File: config.mk
export PLATFORM = sky130hd
export DESIGN_NAME = periodic_waveform_generator
export DESIGN_NICKNAME = d
export VERILOG_FILES = /design/src/design/pwg_pkg.sv /design/src/design/pwg_front.sv /design/src/design/pwg_queue.sv /design/src/design/pwg_back.sv /design/src/design/periodic_waveform_generator.sv
export SDC_FILE = /design/constraint.sdc
export NUM_CORES = 2
export LEC_CHECK = 0
export BUFFER_PORTS_ARGS = -buffer_cell sky130_fd_sc_hd__buf_2
export CORE_MARGIN = 1.5
export CORE_UTILIZATION = 60
export CTS_BUF_LIST = sky130_fd_sc_hd__clkbuf_16
export DETAILED_ROUTE_END_ITERATION = 10
export GPL_TIMING_DRIVEN = 0
export PLACE_DENSITY = 0.76
export SLEW_MARGIN = 20
export SYNTH_ARGS = -nofsm -noshare
export SYNTH_HDL_FRONTEND = slang
export SYNTH_SLANG_ARGS = --single-unit
export TNS_END_PERCENT = 30
File: constraint.sdc
create_clock -name i_clk -period 70.9 [get_ports i_clk]
set_clock_uncertainty 0.2 [all_clocks]
set_input_delay 21.27 -clock i_clk [delete_from_list [all_inputs] [get_ports i_clk]]
set_output_delay 21.27 -clock i_clk [all_outputs]
set_load 0.02 [all_outputs]
File: src/design/pwg_pkg.sv
// Shared types, constants and the quarter-wave table for the periodic waveform generator.
// No dependencies; every other design file imports this package.
package pwg_pkg;

    localparam int PERIOD_W   = 16;
    localparam int TIME_W     = 32;
    localparam int LEVEL_W    = 8;
    localparam int NUM_W      = PERIOD_W + LEVEL_W;  // scaled phase, below 256 * divisor
    localparam int MOD_STAGES = TIME_W;              // one remainder bit per stage
    localparam int DIV_STAGES = LEVEL_W;             // one quotient bit per stage
    localparam int QDEPTH     = 4;
    localparam int QAW        = $clog2(QDEPTH);
    localparam int QTAB_LEN   = 20;
    localparam int QIDX_W     = $clog2(QTAB_LEN);

    localparam logic [PERIOD_W-1:0] PERIOD_RESET = PERIOD_W'(1000);
    localparam logic [PERIOD_W-1:0] PERIOD_MIN   = PERIOD_W'(2);
    localparam logic [LEVEL_W-1:0]  LEVEL_MAX    = LEVEL_W'(255);

    // sine quadrant boundaries on the 0..79 phase index
    localparam logic [LEVEL_W-1:0] Q1_END = LEVEL_W'(QTAB_LEN);
    localparam logic [LEVEL_W-1:0] Q2_END = LEVEL_W'(2 * QTAB_LEN);
    localparam logic [LEVEL_W-1:0] Q3_END = LEVEL_W'(3 * QTAB_LEN);
    localparam logic [LEVEL_W-1:0] Q4_END = LEVEL_W'(4 * QTAB_LEN);

    localparam logic [1:0] MODE_SINE = 2'd0;
    localparam logic [1:0] MODE_SAW  = 2'd1;
    localparam logic [1:0] MODE_TRI  = 2'd2;
    localparam logic [1:0] MODE_NONE = 2'd3;

    typedef enum logic [1:0] {
        WAVE_SINE,
        WAVE_SAW,
        WAVE_TRI,
        WAVE_NONE
    } t_wave;

    typedef struct packed {
        logic [TIME_W-1:0] time_us;
        t_wave             wave;
    } t_item;

    function automatic logic [LEVEL_W-1:0] qwave(input logic [QIDX_W-1:0] idx);
        logic [LEVEL_W-1:0] v;
        unique case (idx)
            5'd0:    v = 8'd127;
            5'd1:    v = 8'd137;
            5'd2:    v = 8'd147;
            5'd3:    v = 8'd157;
            5'd4:    v = 8'd167;
            5'd5:    v = 8'd176;
            5'd6:    v = 8'd185;
            5'd7:    v = 8'd194;
            5'd8:    v = 8'd202;
            5'd9:    v = 8'd210;
            5'd10:   v = 8'd218;
            5'd11:   v = 8'd224;
            5'd12:   v = 8'd231;
            5'd13:   v = 8'd236;
            5'd14:   v = 8'd241;
            5'd15:   v = 8'd245;
            5'd16:   v = 8'd249;
            5'd17:   v = 8'd251;
            5'd18:   v = 8'd253;
            5'd19:   v = 8'd255;
            default: v = 8'd0;
        endcase
        return v;
    endfunction

endpackage

File: src/design/pwg_front.sv
// Front end: period register, input transaction acceptance and mode decode.
// Depends on pwg_pkg; feeds pwg_queue.
module pwg_front (
    input  logic                           i_clk,
    input  logic                           i_rst_n,
    input  logic                           i_cfg_valid,
    output logic                           o_cfg_ready,
    input  logic [pwg_pkg::PERIOD_W-1:0]   i_period,
    input  logic                           i_in_valid,
    output logic                           o_in_stall,
    input  logic [pwg_pkg::TIME_W-1:0]     i_time_us,
    input  logic [1:0]                     i_mode,
    input  logic                           i_q_full,
    output logic                           o_push,
    output pwg_pkg::t_item                 o_item,
    output logic [pwg_pkg::PERIOD_W-1:0]   o_period
);
    import pwg_pkg::*;

    logic [PERIOD_W-1:0] r_period;
    logic [PERIOD_W-1:0] n_period;
    t_wave               w_wave;

    assign o_cfg_ready = 1'b1;
    assign n_period    = (i_period < PERIOD_MIN) ? PERIOD_MIN : i_period;

    always_ff @(posedge i_clk) begin
        if (!i_rst_n) begin
            r_period <= PERIOD_RESET;
        end else if (i_cfg_valid) begin
            r_period <= n_period;
        end
    end

    always_comb begin
        unique case (i_mode)
            MODE_SINE: w_wave = WAVE_SINE;
            MODE_SAW:  w_wave = WAVE_SAW;
            MODE_TRI:  w_wave = WAVE_TRI;
            MODE_NONE: w_wave = WAVE_NONE;
            default:   w_wave = WAVE_NONE;
        endcase
    end

    assign o_in_stall     = i_q_full;
    assign o_push         = i_in_valid && !i_q_full;
    assign o_item.time_us = i_time_us;
    assign o_item.wave    = w_wave;
    assign o_period       = r_period;

endmodule

File: src/design/pwg_queue.sv
// Short FIFO decoupling the front end from the arithmetic back end.
// Depends on pwg_pkg (t_item, QDEPTH).
module pwg_queue (
    input  logic           i_clk,
    input  logic           i_rst_n,
    input  logic           i_push,
    input  pwg_pkg::t_item i_item,
    output logic           o_full,
    input  logic           i_pop,
    output logic           o_valid,
    output pwg_pkg::t_item o_item
);
    import pwg_pkg::*;

    t_item          r_mem [QDEPTH];
    logic [QAW-1:0] r_wptr;
    logic [QAW-1:0] r_rptr;
    logic [QAW:0]   r_count;
    logic           w_pop;

    assign o_full  = (r_count == (QAW+1)'(QDEPTH));
    assign o_valid = (r_count != '0);
    assign o_item  = r_mem[r_rptr];
    assign w_pop   = i_pop && o_valid;

    always_ff @(posedge i_clk) begin
        if (i_push) begin
            r_mem[r_wptr] <= i_item;
        end
    end

    always_ff @(posedge i_clk) begin
        if (!i_rst_n) begin
            r_wptr  <= '0;
            r_rptr  <= '0;
            r_count <= '0;
        end else begin
            if (i_push) begin
                r_wptr <= (r_wptr == QAW'(QDEPTH - 1)) ? '0 : r_wptr + 1'b1;
            end
            if (w_pop) begin
                r_rptr <= (r_rptr == QAW'(QDEPTH - 1)) ? '0 : r_rptr + 1'b1;
            end
            if (i_push && !w_pop) begin
                r_count <= r_count + 1'b1;
            end else if (!i_push && w_pop) begin
                r_count <= r_count - 1'b1;
            end
        end
    end

endmodule

File: src/design/pwg_back.sv
// Back end: phase remainder pipeline, triangle fold and scale, quotient pipeline,
// level lookup and output register. Depends on pwg_pkg.
module pwg_back (
    input  logic                          i_clk,
    input  logic                          i_rst_n,
    input  logic [pwg_pkg::PERIOD_W-1:0]  i_period,
    input  logic                          i_valid,
    input  pwg_pkg::t_item                i_item,
    output logic                          o_pop,
    output logic                          o_out_valid,
    input  logic                          i_out_stall,
    output logic [pwg_pkg::LEVEL_W-1:0]   o_level
);
    import pwg_pkg::*;

    logic                w_adv;
    logic [PERIOD_W-1:0] w_half;

    // remainder stages: t = time_us mod period
    logic                r_mvld  [MOD_STAGES];
    logic [PERIOD_W-1:0] r_mrem  [MOD_STAGES];
    logic [TIME_W-1:0]   r_mtim  [MOD_STAGES];
    t_wave               r_mwave [MOD_STAGES];
    logic [PERIOD_W-1:0] n_mrem  [MOD_STAGES];

    // triangle fold, then scale to numerator
    logic                r_p1vld;
    logic [PERIOD_W-1:0] r_p1base;
    t_wave               r_p1wave;
    logic                r_p1fall;
    logic                n_p1fall;
    logic                r_p2vld;
    logic [NUM_W-1:0]    r_p2num;
    logic [NUM_W-1:0]    n_p2num;
    t_wave               r_p2wave;
    logic                r_p2fall;

    // quotient stages: level index = numerator / divisor
    logic                r_dvld  [DIV_STAGES];
    logic [PERIOD_W-1:0] r_drem  [DIV_STAGES];
    logic [LEVEL_W-1:0]  r_dlo   [DIV_STAGES];
    t_wave               r_dwave [DIV_STAGES];
    logic                r_dfall [DIV_STAGES];
    logic [PERIOD_W-1:0] n_drem  [DIV_STAGES];
    logic [LEVEL_W-1:0]  n_dlo   [DIV_STAGES];

    logic                r_ovld;
    logic [LEVEL_W-1:0]  r_olevel;
    logic [LEVEL_W-1:0]  n_olevel;
    logic [PERIOD_W-1:0] w_lastden;

    assign w_adv  = !r_ovld || !i_out_stall;
    assign o_pop  = w_adv && i_valid;
    assign w_half = {1'b0, i_period[PERIOD_W-1:1]};

    always_comb begin
        logic [PERIOD_W-1:0] v_rin;
        logic [TIME_W-1:0]   v_tin;
        logic [PERIOD_W:0]   v_trial;
        for (int k = 0; k < MOD_STAGES; k++) begin
            if (k == 0) begin
                v_rin = '0;
                v_tin = i_item.time_us;
            end else begin
                v_rin = r_mrem[k-1];
                v_tin = r_mtim[k-1];
            end
            v_trial = {v_rin, v_tin[TIME_W-1]};
            if (v_trial >= {1'b0, i_period}) begin
                n_mrem[k] = PERIOD_W'(v_trial - {1'b0, i_period});
            end else begin
                n_mrem[k] = v_trial[PERIOD_W-1:0];
            end
        end
    end

    always_ff @(posedge i_clk) begin
        if (w_adv) begin
            for (int k = 0; k < MOD_STAGES; k++) begin
                r_mrem[k] <= n_mrem[k];
                if (k == 0) begin
                    r_mtim[k]  <= {i_item.time_us[TIME_W-2:0], 1'b0};
                    r_mwave[k] <= i_item.wave;
                end else begin
                    r_mtim[k]  <= {r_mtim[k-1][TIME_W-2:0], 1'b0};
                    r_mwave[k] <= r_mwave[k-1];
                end
            end
        end
    end

    // falling half of the triangle works on t - half
    assign n_p1fall = (r_mwave[MOD_STAGES-1] == WAVE_TRI) && (r_mrem[MOD_STAGES-1] >= w_half);

    always_ff @(posedge i_clk) begin
        if (w_adv) begin
            r_p1fall <= n_p1fall;
            r_p1wave <= r_mwave[MOD_STAGES-1];
            r_p1base <= n_p1fall ? r_mrem[MOD_STAGES-1] - w_half : r_mrem[MOD_STAGES-1];
        end
    end

    // sine scales by 80, the others by 255
    always_comb begin
        if (r_p1wave == WAVE_SINE) begin
            n_p2num = NUM_W'({r_p1base, 6'b0}) + NUM_W'({r_p1base, 4'b0});
        end else begin
            n_p2num = {r_p1base, 8'b0} - NUM_W'(r_p1base);
        end
    end

    always_ff @(posedge i_clk) begin
        if (w_adv) begin
            r_p2num  <= n_p2num;
            r_p2wave <= r_p1wave;
            r_p2fall <= r_p1fall;
        end
    end

    // numerator < 256 * divisor, so the upper part starts as a valid remainder
    always_comb begin
        logic [PERIOD_W-1:0] v_rin;
        logic [LEVEL_W-1:0]  v_lo;
        t_wave               v_wave;
        logic [PERIOD_W-1:0] v_den;
        logic [PERIOD_W:0]   v_trial;
        logic                v_ge;
        for (int j = 0; j < DIV_STAGES; j++) begin
            if (j == 0) begin
                v_rin  = r_p2num[NUM_W-1:LEVEL_W];
                v_lo   = r_p2num[LEVEL_W-1:0];
                v_wave = r_p2wave;
            end else begin
                v_rin  = r_drem[j-1];
                v_lo   = r_dlo[j-1];
                v_wave = r_dwave[j-1];
            end
            v_den   = (v_wave == WAVE_TRI) ? w_half : i_period;
            v_trial = {v_rin, v_lo[LEVEL_W-1]};
            v_ge    = (v_trial >= {1'b0, v_den});
            n_drem[j] = v_ge ? PERIOD_W'(v_trial - {1'b0, v_den}) : v_trial[PERIOD_W-1:0];
            n_dlo[j]  = {v_lo[LEVEL_W-2:0], v_ge};
        end
    end

    always_ff @(posedge i_clk) begin
        if (w_adv) begin
            for (int j = 0; j < DIV_STAGES; j++) begin
                r_drem[j] <= n_drem[j];
                r_dlo[j]  <= n_dlo[j];
                if (j == 0) begin
                    r_dwave[j] <= r_p2wave;
                    r_dfall[j] <= r_p2fall;
                end else begin
                    r_dwave[j] <= r_dwave[j-1];
                    r_dfall[j] <= r_dfall[j-1];
                end
            end
        end
    end

    always_comb begin
        logic [LEVEL_W-1:0] v_q;
        logic [LEVEL_W-1:0] v_sine;
        v_q = r_dlo[DIV_STAGES-1];
        priority if (v_q < Q1_END) begin
            v_sine = qwave(QIDX_W'(v_q));
        end else if (v_q < Q2_END) begin
            v_sine = qwave(QIDX_W'(Q2_END - 1'b1 - v_q));
        end else if (v_q < Q3_END) begin
            v_sine = LEVEL_MAX - qwave(QIDX_W'(v_q - Q2_END));
        end else begin
            v_sine = LEVEL_MAX - qwave(QIDX_W'(Q4_END - 1'b1 - v_q));
        end
        unique case (r_dwave[DIV_STAGES-1])
            WAVE_SINE: n_olevel = v_sine;
            WAVE_SAW:  n_olevel = v_q;
            WAVE_TRI:  n_olevel = r_dfall[DIV_STAGES-1] ? LEVEL_MAX - v_q : v_q;
            WAVE_NONE: n_olevel = '0;
            default:   n_olevel = '0;
        endcase
    end

    always_ff @(posedge i_clk) begin
        if (w_adv) begin
            r_olevel <= n_olevel;
        end
    end

    always_ff @(posedge i_clk) begin
        if (!i_rst_n) begin
            for (int k = 0; k < MOD_STAGES; k++) begin
                r_mvld[k] <= 1'b0;
            end
            for (int j = 0; j < DIV_STAGES; j++) begin
                r_dvld[j] <= 1'b0;
            end
            r_p1vld <= 1'b0;
            r_p2vld <= 1'b0;
            r_ovld  <= 1'b0;
        end else if (w_adv) begin
            r_mvld[0] <= i_valid;
            for (int k = 1; k < MOD_STAGES; k++) begin
                r_mvld[k] <= r_mvld[k-1];
            end
            r_p1vld   <= r_mvld[MOD_STAGES-1];
            r_p2vld   <= r_p1vld;
            r_dvld[0] <= r_p2vld;
            for (int j = 1; j < DIV_STAGES; j++) begin
                r_dvld[j] <= r_dvld[j-1];
            end
            r_ovld <= r_dvld[DIV_STAGES-1];
        end
    end

    assign o_out_valid = r_ovld;
    assign o_level     = r_olevel;

    assign w_lastden = (r_dwave[DIV_STAGES-1] == WAVE_TRI) ? w_half : i_period;

    a_phase_below_period: assert property (@(posedge i_clk) disable iff (!i_rst_n)
        r_mvld[MOD_STAGES-1] |-> (r_mrem[MOD_STAGES-1] < i_period))
        else $error("phase remainder not below period");

    a_fold_within_half: assert property (@(posedge i_clk) disable iff (!i_rst_n)
        (r_p1vld && r_p1fall) |-> (r_p1base <= w_half))
        else $error("triangle fold exceeds half period");

    a_quot_rem_ok: assert property (@(posedge i_clk) disable iff (!i_rst_n)
        r_dvld[DIV_STAGES-1] |-> (r_drem[DIV_STAGES-1] < w_lastden))
        else $error("quotient remainder not below divisor");

    a_sine_index_range: assert property (@(posedge i_clk) disable iff (!i_rst_n)
        (r_dvld[DIV_STAGES-1] && r_dwave[DIV_STAGES-1] == WAVE_SINE)
            |-> (r_dlo[DIV_STAGES-1] < Q4_END))
        else $error("sine index out of range");

endmodule

File: src/design/periodic_waveform_generator.sv
// Top level of the periodic waveform generator: front end, queue and back end.
// Depends on pwg_pkg, pwg_front, pwg_queue and pwg_back.

// Takes one timestamp transaction per clock while o_in_stall is low and returns one 8-bit
// level per transaction, in order, for phase t = time_us mod period: quarter-wave table
// sine, sawtooth or triangle (mode 3 gives 0). Each transaction passes through the
// 32-stage bit-per-stage remainder pipeline, two fold/scale stages, the 8-stage quotient
// pipeline and the output register. A four-entry queue after the input lets the front
// keep taking transactions while the output is stalled; the whole back-end pipeline holds
// while a result waits. Period writes below 2 saturate to 2 and must only be made while
// no transaction is in flight.
module periodic_waveform_generator (
    input  logic                          i_clk,
    input  logic                          i_rst_n,
    input  logic                          i_cfg_valid,
    output logic                          o_cfg_ready,
    input  logic [pwg_pkg::PERIOD_W-1:0]  i_period,
    input  logic                          i_in_valid,
    output logic                          o_in_stall,
    input  logic [pwg_pkg::TIME_W-1:0]    i_time_us,
    input  logic [1:0]                    i_mode,
    output logic                          o_out_valid,
    input  logic                          i_out_stall,
    output logic [pwg_pkg::LEVEL_W-1:0]   o_level
);
    import pwg_pkg::*;

    logic                w_push;
    t_item               w_fitem;
    logic                w_full;
    logic                w_pop;
    logic                w_qvalid;
    t_item               w_qitem;
    logic [PERIOD_W-1:0] w_period;

    pwg_front u_front (
        .i_clk       (i_clk),
        .i_rst_n     (i_rst_n),
        .i_cfg_valid (i_cfg_valid),
        .o_cfg_ready (o_cfg_ready),
        .i_period    (i_period),
        .i_in_valid  (i_in_valid),
        .o_in_stall  (o_in_stall),
        .i_time_us   (i_time_us),
        .i_mode      (i_mode),
        .i_q_full    (w_full),
        .o_push      (w_push),
        .o_item      (w_fitem),
        .o_period    (w_period)
    );

    pwg_queue u_queue (
        .i_clk   (i_clk),
        .i_rst_n (i_rst_n),
        .i_push  (w_push),
        .i_item  (w_fitem),
        .o_full  (w_full),
        .i_pop   (w_pop),
        .o_valid (w_qvalid),
        .o_item  (w_qitem)
    );

    pwg_back u_back (
        .i_clk       (i_clk),
        .i_rst_n     (i_rst_n),
        .i_period    (w_period),
        .i_valid     (w_qvalid),
        .i_item      (w_qitem),
        .o_pop       (w_pop),
        .o_out_valid (o_out_valid),
        .i_out_stall (i_out_stall),
        .o_level     (o_level)
    );

endmodule
==> results.cfg <==
[sta]
fmax_mhz = 41.5
worst_slew_pin_slew_ns = 1.11
min_period_ns = 24.11
setup_violations = 0
finalMaxSlewViolations = 0
rsz0062_at_grt = no
hold_viol = 0
slew_headroom_pct = 26.1
final.period_utilization_pct = 34.0

[routing]
vias_per_cell = 6.15
route.vias.total = 59656
dr.pass1.iters = 6
drc_errors = 0
wire_per_inst_microns = 20.8
antenna_left = 0
drtIter0Drc = 4840
routed_wl_mm = 201

[synth]
syn_nets = 8162
ys.flop_type = edfxtp_1
ys_seq_elements = 1530
synthArstFlopShare_pct = 0
syn_area_sq_um = 86700
avgSynthCellArea_sq_um = 11.7
yosysWarnings = 0
seq_area_frac_synth_pct = 52.4
synth_top_area_cell = edfxtp_1
synth_top_area_share_pct = 51.2
synthCells = 7392
synth_edf_count = 1480
synthDistinctLibCells = 106
synth.area.top_cells = edfxtp_1 (51%), ha_1 (9.7%), mux2_2 (3.8%)

[floorplan]
die_area_sq_um = 147000
row_count = 139
die_w_microns = 383
core_sq_um = 143000
ioPinCount = 66
start_util_pct = 60.5
fp.dieH_microns = 383

[place]
place_hpwl_mm = 137
io_buffers = 60
post_dp_cell_area_sq_um = 90500
routabilityCongestion = 0.913

[cts]
cts_sinks = 1530
post_cts_resized = 0
postCtsHoldBufs = 0
path_clk_slew_ns = 0.06
worstSkewPairLatency_ns = 0.83
cts.htree.levels = 4
cts_tree = yes
cts_buffer_depth = 3
post_cts_buffers = 0
clockRootBuffer = clkbuf_16
cts_buffers = 162

[pwr]
power_density_nw_per_um2 = 51.8
p_leak_nw = 37.9
ir_drop_uv = 38.0

[worst_setup_path]
critical_path.top_delay_family = buffers and inverters
end_kind = flip-flop
cp.depth = 11
r2r_cells = 13
setup.worst_path.start = i_out_stall
crit_fanout = 59
reg2reg_to = u_back.r_drem[3][10]
start_kind = input pin
critPathMaxStageDelay_ns = 0.42
reg2reg_from = u_front.o_period[10]
worstPathRequired_ns = 71.19
cpMostUsedCell = buf_16
critPathBufInv = 10
crit_chain = buf_2 -> and2_1 -> clkbuf_1 -> clkinv_1 -> clkbuf_4 -> buf_16 -> buf_16 -> buf_16 -> buf_16 -> buf_16 -> buf_16
arrival_ns = 24.40
slowest_stage = clkbuf_4
crit_path_end = u_back.r_mtim[0][358]
r2r_setup_slack_ns = 65.15
critical_path_class = input pin to flip-flop

[cells_and_area]
final_common_cell = edfxtp_1
drive_gt1_share_pct = 10.8
area_growth_pct = 10.7
insertedDiodeCount = 0
post-route-util_pct = 66.9
layout_common_cells = edfxtp_1 (1,480), ha_1 (674), nor2_1 (654)
design_area_sq_um = 96100
layout.nets = 8427

[global_routing]
grt_overflow_total = 0
grt.busiest_layer = met2
met1_usage_pct = 35.4
grtUsageMet3_pct = 3.68
grt_max_degree = 60
grt_pass1_wl_mm = 316
grtUsageTotal_pct = 27.2
met2_usage_pct = 46.2
antenna_found_initial = 0
grt_pass1_vias = 58614

[outcome]
outcome = completed

[worst_hold_path]
hold_class = flip-flop to flip-flop

[run]
max_cap_violations = 0
[sequential cells by signal, indices dropped and copies added, names as in the netlist, 3 cells and up, named ones only]
name / count
u_back.r_p1base: 16
u_back.r_p2num: 24
u_front.o_period: 16
u_back.r_mwave: 64
u_queue.r_mem: 136
u_back.r_mvld: 32
u_back.o_level: 8
u_queue.r_count: 3
u_back.r_dlo: 64
u_back.r_dvld: 8
u_back.r_dfall: 8
u_back.r_mtim: 496
u_back.r_drem: 112
u_back.r_mrem: 512
u_back.r_dwave: 16
[area by class of cell]
cell class                      instances  area (sq um)
Sequential cell                      1530         45500
Fill cell                           10460         47400
Tap cell                             1903          2380
Multi-Input combinational cell       5427         39600
Timing Repair Buffer                  101          1330
Clock buffer                          163          4080
Inverter                              241           947
Clock inverter                        136          1460
Buffer                                194           818
[worst min-delay path by stage]
stage,from,to,cells after the start
final,u_back.r_p2num[4],u_back.r_dlo[0][5],0
after global routing,u_back.r_p2num[4],u_back.r_dlo[0][5],0
after CTS,u_back.r_mtim[0][238],u_back.r_mtim[0][270],0
after detailed placement,u_back.r_dfall[0][0],u_back.r_dfall[0][1],0
after global placement,u_back.r_mtim[0][178],u_back.r_mtim[0][210],0
after floorplan,u_back.r_p2fall,u_back.r_dfall[0][0],0
[through the flow]
| stage | hold WS (ns) | worst slack, ns | cells | TNS (ns) | total power [mW] |
|---|---|---|---|---|---|
| floorplan | 0.200 | 10.26 | 7392 | 0 | 3.49 |
| global placement | 0.200 | -1.99 | 9355 | -1690.64 | 3.98 |
| finish | 0.181 | 46.79 | 9695 | 0 | 4.97 |
| CTS | 0.180 | 46.85 | 9695 | 0 | 4.96 |
| detailed placement | 0.205 | 45.98 | 9396 | 0 | 4.06 |
| global route | 0.183 | 46.60 | 9695 | 0 | 5.30 |
[power breakdown]
group          switching, mW  internal (mW)  leakage [nW]
Sequential             0.208           1.58          16.1
Clock                  0.372          0.496          2.73
Combinational           1.29           1.03          19.1
Total                   1.87           3.11          37.9
[synth_stat cells (13+ instances only)]
library cell and instances:
xor2_1 182, clkbuf_1 146, a211oi_1 67, a21boi_0 45, mux2_2 290, nor2_1 654, fa_1 41, mux2i_1 73
o41ai_1 38, a21o_1 176, inv_1 227, xnor2_1 269, o21ai_0 508, nor4_1 39, o31a_1 39, ha_1 674
a31oi_1 36, a31o_2 19, nand2_1 514, a311oi_1 13, nand4_1 90, buf_1 18, or3_1 44, dfxtp_1 50
o211ai_1 18, buf_2 20, nor2b_1 132, mux2_4 15, o31ai_1 52, o21bai_1 32, nand3_1 117, edfxtp_1 1480
and3_1 18, o2111ai_1 13, nand2b_1 106, mux4_2 34, nor3_1 134, a21oi_1 535, o311a_1 13, o21a_1 118
and2_1 30, or2_2 20
[logic make-up (layout without fill, tap and decap cells)]
kind of cell,after synthesis,in the layout,share of synthesized area [%]
flip-flops,1530,1530,52.4
buffers and inverters,435,835,1.97
XOR/XNOR,451,451,4.55
adder cells (fa/ha/maj),715,715,10.7
AO/OA/AOI/OAI,1888,1888,14.0
AND/OR/NAND/NOR,1948,1948,10.5
multiplexers,424,424,5.91
other,1,1,0.00432
[metal layers]
| metal | up-vias | wire (microns) | share of wire [%] |
|---|---|---|---|
| met5 | - | 0 | 0 |
| met4 | 0 | 7130 | 3.5 |
| met3 | 435 | 10900 | 5.4 |
| met2 | 1810 | 98000 | 49 |
| met1 | 28856 | 85300 | 42 |
| li1 | 28555 | - | - |
Power figures use the tool's default switching activity.
